File: src/rtl/vertex_rotate_project_core_macros.svh
// ----------------------------------------------------------------------------
// Assertion macros for the vertex rotate and project core.
// Shared same-cycle-implication and next-cycle-implication checks.
// ----------------------------------------------------------------------------
`ifndef VERTEX_ROTATE_PROJECT_CORE_MACROS_SVH
`define VERTEX_ROTATE_PROJECT_CORE_MACROS_SVH

// The consequent must hold in the same cycle as the antecedent.
`define VRP_ASSERT_NOW(label, clk, rst, ante, cons) \
   label: assert property (@(posedge clk) disable iff (rst) (ante) |-> (cons)) \
      else $error("vertex core check failed");

// The consequent must hold in the cycle after the antecedent.
`define VRP_ASSERT_NEXT(label, clk, rst, ante, cons) \
   label: assert property (@(posedge clk) disable iff (rst) (ante) |=> (cons)) \
      else $error("vertex core check failed");

`endif

File: src/rtl/vrp_div.sv
// ----------------------------------------------------------------------------
// vrp_div
// Pipelined unsigned restoring divider, one quotient bit per stage.
// ----------------------------------------------------------------------------
module vrp_div #(
   parameter int AW  = 37,
   parameter int DW  = 20,
   parameter int SBW = 1
) (
   input  logic           clock,
   input  logic           reset,
   input  logic           enable,
   input  logic           in_valid,
   input  logic [AW-1:0]  dividend,
   input  logic [DW-1:0]  divisor,
   input  logic [SBW-1:0] in_side,
   output logic           out_valid,
   output logic [AW-1:0]  quotient,
   output logic [SBW-1:0] out_side
);

   logic           vld_ff [AW];
   logic [DW-1:0]  rem_ff [AW];
   logic [AW-1:0]  wrk_ff [AW];
   logic [DW-1:0]  dvs_ff [AW];
   logic [SBW-1:0] sd_ff  [AW];

   for (genvar k = 0; k < AW; k++) begin : g_stage
      logic           prev_vld;
      logic [DW-1:0]  prev_rem;
      logic [AW-1:0]  prev_wrk;
      logic [DW-1:0]  prev_dvs;
      logic [SBW-1:0] prev_sd;
      logic [DW:0]    trial;
      logic           fits;

      if (k == 0) begin : g_first
         assign prev_vld = in_valid;
         assign prev_rem = '0;
         assign prev_wrk = dividend;
         assign prev_dvs = divisor;
         assign prev_sd  = in_side;
      end else begin : g_next
         assign prev_vld = vld_ff[k-1];
         assign prev_rem = rem_ff[k-1];
         assign prev_wrk = wrk_ff[k-1];
         assign prev_dvs = dvs_ff[k-1];
         assign prev_sd  = sd_ff[k-1];
      end

      // Bring down the next dividend bit and subtract when the divisor fits.
      assign trial = {prev_rem, prev_wrk[AW-1]};
      assign fits  = trial >= {1'b0, prev_dvs};

      always_ff @(posedge clock) begin
         if (reset) begin
            vld_ff[k] <= 1'b0;
         end else if (enable) begin
            vld_ff[k] <= prev_vld;
         end
      end

      always_ff @(posedge clock) begin
         if (enable) begin
            rem_ff[k] <= fits ? DW'(trial - {1'b0, prev_dvs}) : DW'(trial);
            wrk_ff[k] <= {prev_wrk[AW-2:0], fits};
            dvs_ff[k] <= prev_dvs;
            sd_ff[k]  <= prev_sd;
         end
      end
   end

   assign out_valid = vld_ff[AW-1];
   assign quotient  = wrk_ff[AW-1];
   assign out_side  = sd_ff[AW-1];

endmodule

File: config.mk
export PLATFORM = sky130hd
export DESIGN_NAME = vrp_div
export DESIGN_NICKNAME = d
export VERILOG_FILES = /design/src/rtl/vertex_rotate_project_core_macros.svh /design/src/rtl/vrp_div.sv
export SDC_FILE = /design/constraint.sdc
export NUM_CORES = 2
export LEC_CHECK = 0
export ABC_AREA = 1
export ABC_CLOCK_PERIOD_IN_PS = 3400
export CAP_MARGIN = 20
export CORE_UTILIZATION = 45
export DETAILED_ROUTE_END_ITERATION = 16
export DONT_BUFFER_PORTS = 1
export GPL_ROUTABILITY_DRIVEN = 0
export PLACE_DENSITY = 0.7
export SLEW_MARGIN = 40
export SYNTH_ARGS = -nofsm -noshare
export SYNTH_HDL_FRONTEND = slang
export SYNTH_SLANG_ARGS = --single-unit
File: constraint.sdc
create_clock -name clock -period 3.4 [get_ports clock]
set_clock_uncertainty 0.05 [all_clocks]
set_input_delay 0.34 -clock clock [delete_from_list [all_inputs] [get_ports clock]]
set_output_delay 0.34 -clock clock [all_outputs]
set_load 0.01 [all_outputs]
==> summary.md <==
| Metric | Value |
|---|---|
| CTS clock-pin slew for the worst setup and hold paths | 0.06 ns |
| Post-synth ARST share | 0% |
| Worst Setup SP | enable |
| Reg2Reg Launch Point | dvs_ff[0][88] |
| GRT Total Usage | between 10% and 20% |
| Clk buf depth | 4 |
| Die area | 324000 µm² |
| Std-Cell Rows | 207 |
| FF-to-FF path depth | 13 |
| Vias in the first global route | 91.6k |
| Max Clk Rate | 316 MHz |
| Internal | between 80 and 90 mW |
| First-pass GRT wire length | 486000 µm |
| Largest net degree at the start of global routing | 188 |
| Register area share after synthesis | 59.9% |
| Crit path time final | ~3.2 ns |
| Post-Synthesis Cells | roughly 15k |
| Reg-to-reg endpoint | rem_ff[0][104] |
| Predominant post-synthesis flop cell | edfxtp_1 |
| Outcome | complete, no violations |
| Routed Antenna Nets | 0 |
| Pins Over Slew Limit | 0 |
| CP Max Fanout | 110 |
| LEAKAGE | 72.7 nW |
| Top cells by area, synth | edfxtp_1, nand2_1, ha_1 |
| Max Cap Viol | 0 |
| EDFF count, synth | 2883 |
| Drc violations | 0 |
| Via density | 4.95 |
| Total power | 140 mW |
| Die width | 569 µm |
| Arr. time, crit path | 3.69 ns |
| Post-route design area | 161000 µm² |
| Tightest Pin Transition | 0.666 ns |
| Period utilization | between 90 and 100% |
| TritonCTS clock tree | yes |
| Comb pwr share | between 30% and 40% |
| CP Capture Type | register |
| Reg2Reg Setup Slack | 0.73 ns |
| DPL Wire Length | 222000 µm |
| Cell Area, Synth | ~140000 µm² |
| Placed cell area | 150000 µm² |
| Startpoint type of the worst setup path | input pin |
| Maximum VDD drop | 0.613 mV |
| PnR worst setup slack | 0.233 ns |
| Clk_lat worst skew | 0.93 ns |
| Initial antenna violation count | 1 |
| Share of power burned in the clock network | 24.3% |
| I/O Pins | approximately 100 |
| Most instantiated cells after synthesis | nand2_1, edfxtp_1, inv_1, nor2_1, nand3_1 |
| Synth warn | 0 |
| Clock buffer count from CTS | around 310 |
| Psw | approximately 54 mW |
| Port buffer count | 0 |
| CP Class | input pin to register |
| Most instantiated library cell after synthesis | nand2_1 |
| RSZ-0062 raised after global routing | false |
| Critical path required time | 3.92 ns |
| Netlist cell types | 37 |
| H-tree Lvls | 5 |
| Sink Count | 2883 |
| Initial Util | between 40 and 50% |
| Power Density | between 800 and 900 nW/µm² |
| Vias | around 98k |
| Setup TNS | 0 ns |
| P&R area growth vs syn | 11.7% |
| Core Region | about 320000 µm² |
| Post-synthesis cell type with the largest combined area | edfxtp_1 |
| Final wirelength | slightly above 300000 µm |
| Wire per inst | 15.6 µm |
| Synth top area share | 59.9% |
| Hold Violations, Final | 0 |
| CTS root buf | clkbuf_16 |
| Iteration-0 DRC Markers | 8083 |
| NumNets Final | 16.0k |
| Worst hold path type | input pin to register |
| DR pass1 iterations | 7 |
| Synthesized area per cell | 9.75 µm² |
| Final setup fails | 0 |
| Total gr overflow | 0 |
| Post_cts resized | 0 |
| Yosys reg bits | around 2.9k |
| Switching Fraction | 38.5% |
| Share of post-route cells with drive strength above 1 | roughly 4.8% |
| WHS Path Cells | 3 |
| Place WS | -1.83 ns |
| Max-slew headroom | 55.5% |
| Mapped Nets | between 15k and 20k |
| Die Span Y | ~570 µm |
| Flop pwr share | 37.4% |
| Critical Path End | rem_ff[1][56] |
-- sequential cells by signal (all words and copies together) (netlist names) --
register	cells
dvs_ff	720
wrk_ff	1369
vld_ff	37
sd_ff	37
rem_ff	720
-- critical path: stages --
cell,delay [ns]
buf_16,0.07
dlygate4sd3_1,0.97
buf_16,0.45
buf_16,0.18
buf_16,0.30
buf_16,0.41
buf_16,0.42
buf_16,0.38
-- area by class of cell --
class                   count  area (µm²)
fillers                 28200      157000
flip-flops and latches   2883       86600
multi-input cells        9404       47800
inverters                2432        9220
clock buffers             368        8100
well taps                4284        5360
repair buffers            154        2250
clock inverters           193        2200
diodes                      2        5.00
-- repair_timing --
action | in CTS | in global routing
hold buffers | 105 | 7
gates cloned | 5 | 1
hold endpoints to repair | 406 | 25
setup endpoints to repair | 235 | 1
buffers inserted | 0 | 0
pin swaps | 0 | 0
-- placed cells by master (no fill, tap or decap), types with 51 or more instances in the layout --
cell type	synthesis	layout
nor2_1	1023	1023
nand2_1	5207	5207
clkbuf_16	0	317
clkinv_2	0	51
inv_1	2373	2373
a21oi_1	487	487
nand3b_1	204	204
edfxtp_1	2883	2883
clkbuf_1	6	52
ha_1	722	722
o21ai_0	147	147
nor3_1	103	103
nand3_1	865	864
xor2_1	277	276
dlygate4sd3_1	0	108
-- worst min-delay path by stage --
| stage | startpoint | end | slack [ns] |
|---|---|---|---|
| 2_1_floorplan | sd_ff[0][0] | sd_ff[0][1] | 0.35 |
| 3_3_place_gp | wrk_ff[4][33] | wrk_ff[4][71] | 0.35 |
| 3_5_place_dp | sd_ff[2][3] | sd_ff[2][4] | 0.35 |
| 4_1_cts | dividend[8] | wrk_ff[0][9] | 0.006 |
| 5_1_grt | in_side | sd_ff[0][0] | 0.03 |
| 6_report | enable | wrk_ff[1][257] | 0.06 |
-- layer usage --
layer  vias up  track usage (%)  part of all wire [%]
met5         -                0                     0
met4         0             7.32                   3.9
met3       630             2.34                   6.0
met2      2985             31.0                    46
met1     45100             25.1                    44
li1      49000                -                     -
-- metrics by stage --
stage | hold slack, ns | utilization [%] | std cells
floorplan | 0.350 | - | 14800
global placement | 0.350 | 46.8 | 19000
detailed placement | 0.355 | 47.0 | 19000
CTS | 0.00621 | 50.6 | 19700
global route | 0.0345 | 50.6 | 19700
finish | 0.0644 | 50.6 | 19700
-- cell families after synthesis --
family / share of synthesized area [%]
simple gates: 21.7
flops: 59.9
buf+inv: 7.12
fa+ha+maj: 6.73
compound gates: 2.63
xor+xnor: 1.92
-- power by group through the flow --
stage	clock network [mW]	logic, mW	registers [mW]
6_report	34.0	53.8	52.4
5_1_grt	36.3	61.0	52.9
4_1_cts	35.0	53.1	52.4
3_5_place_dp	0	52.6	53.1
3_3_place_gp	0	51.7	53.1
2_1_floorplan	0	41.2	51.0
No activity file was read; power rests on OpenSTA's default activity.
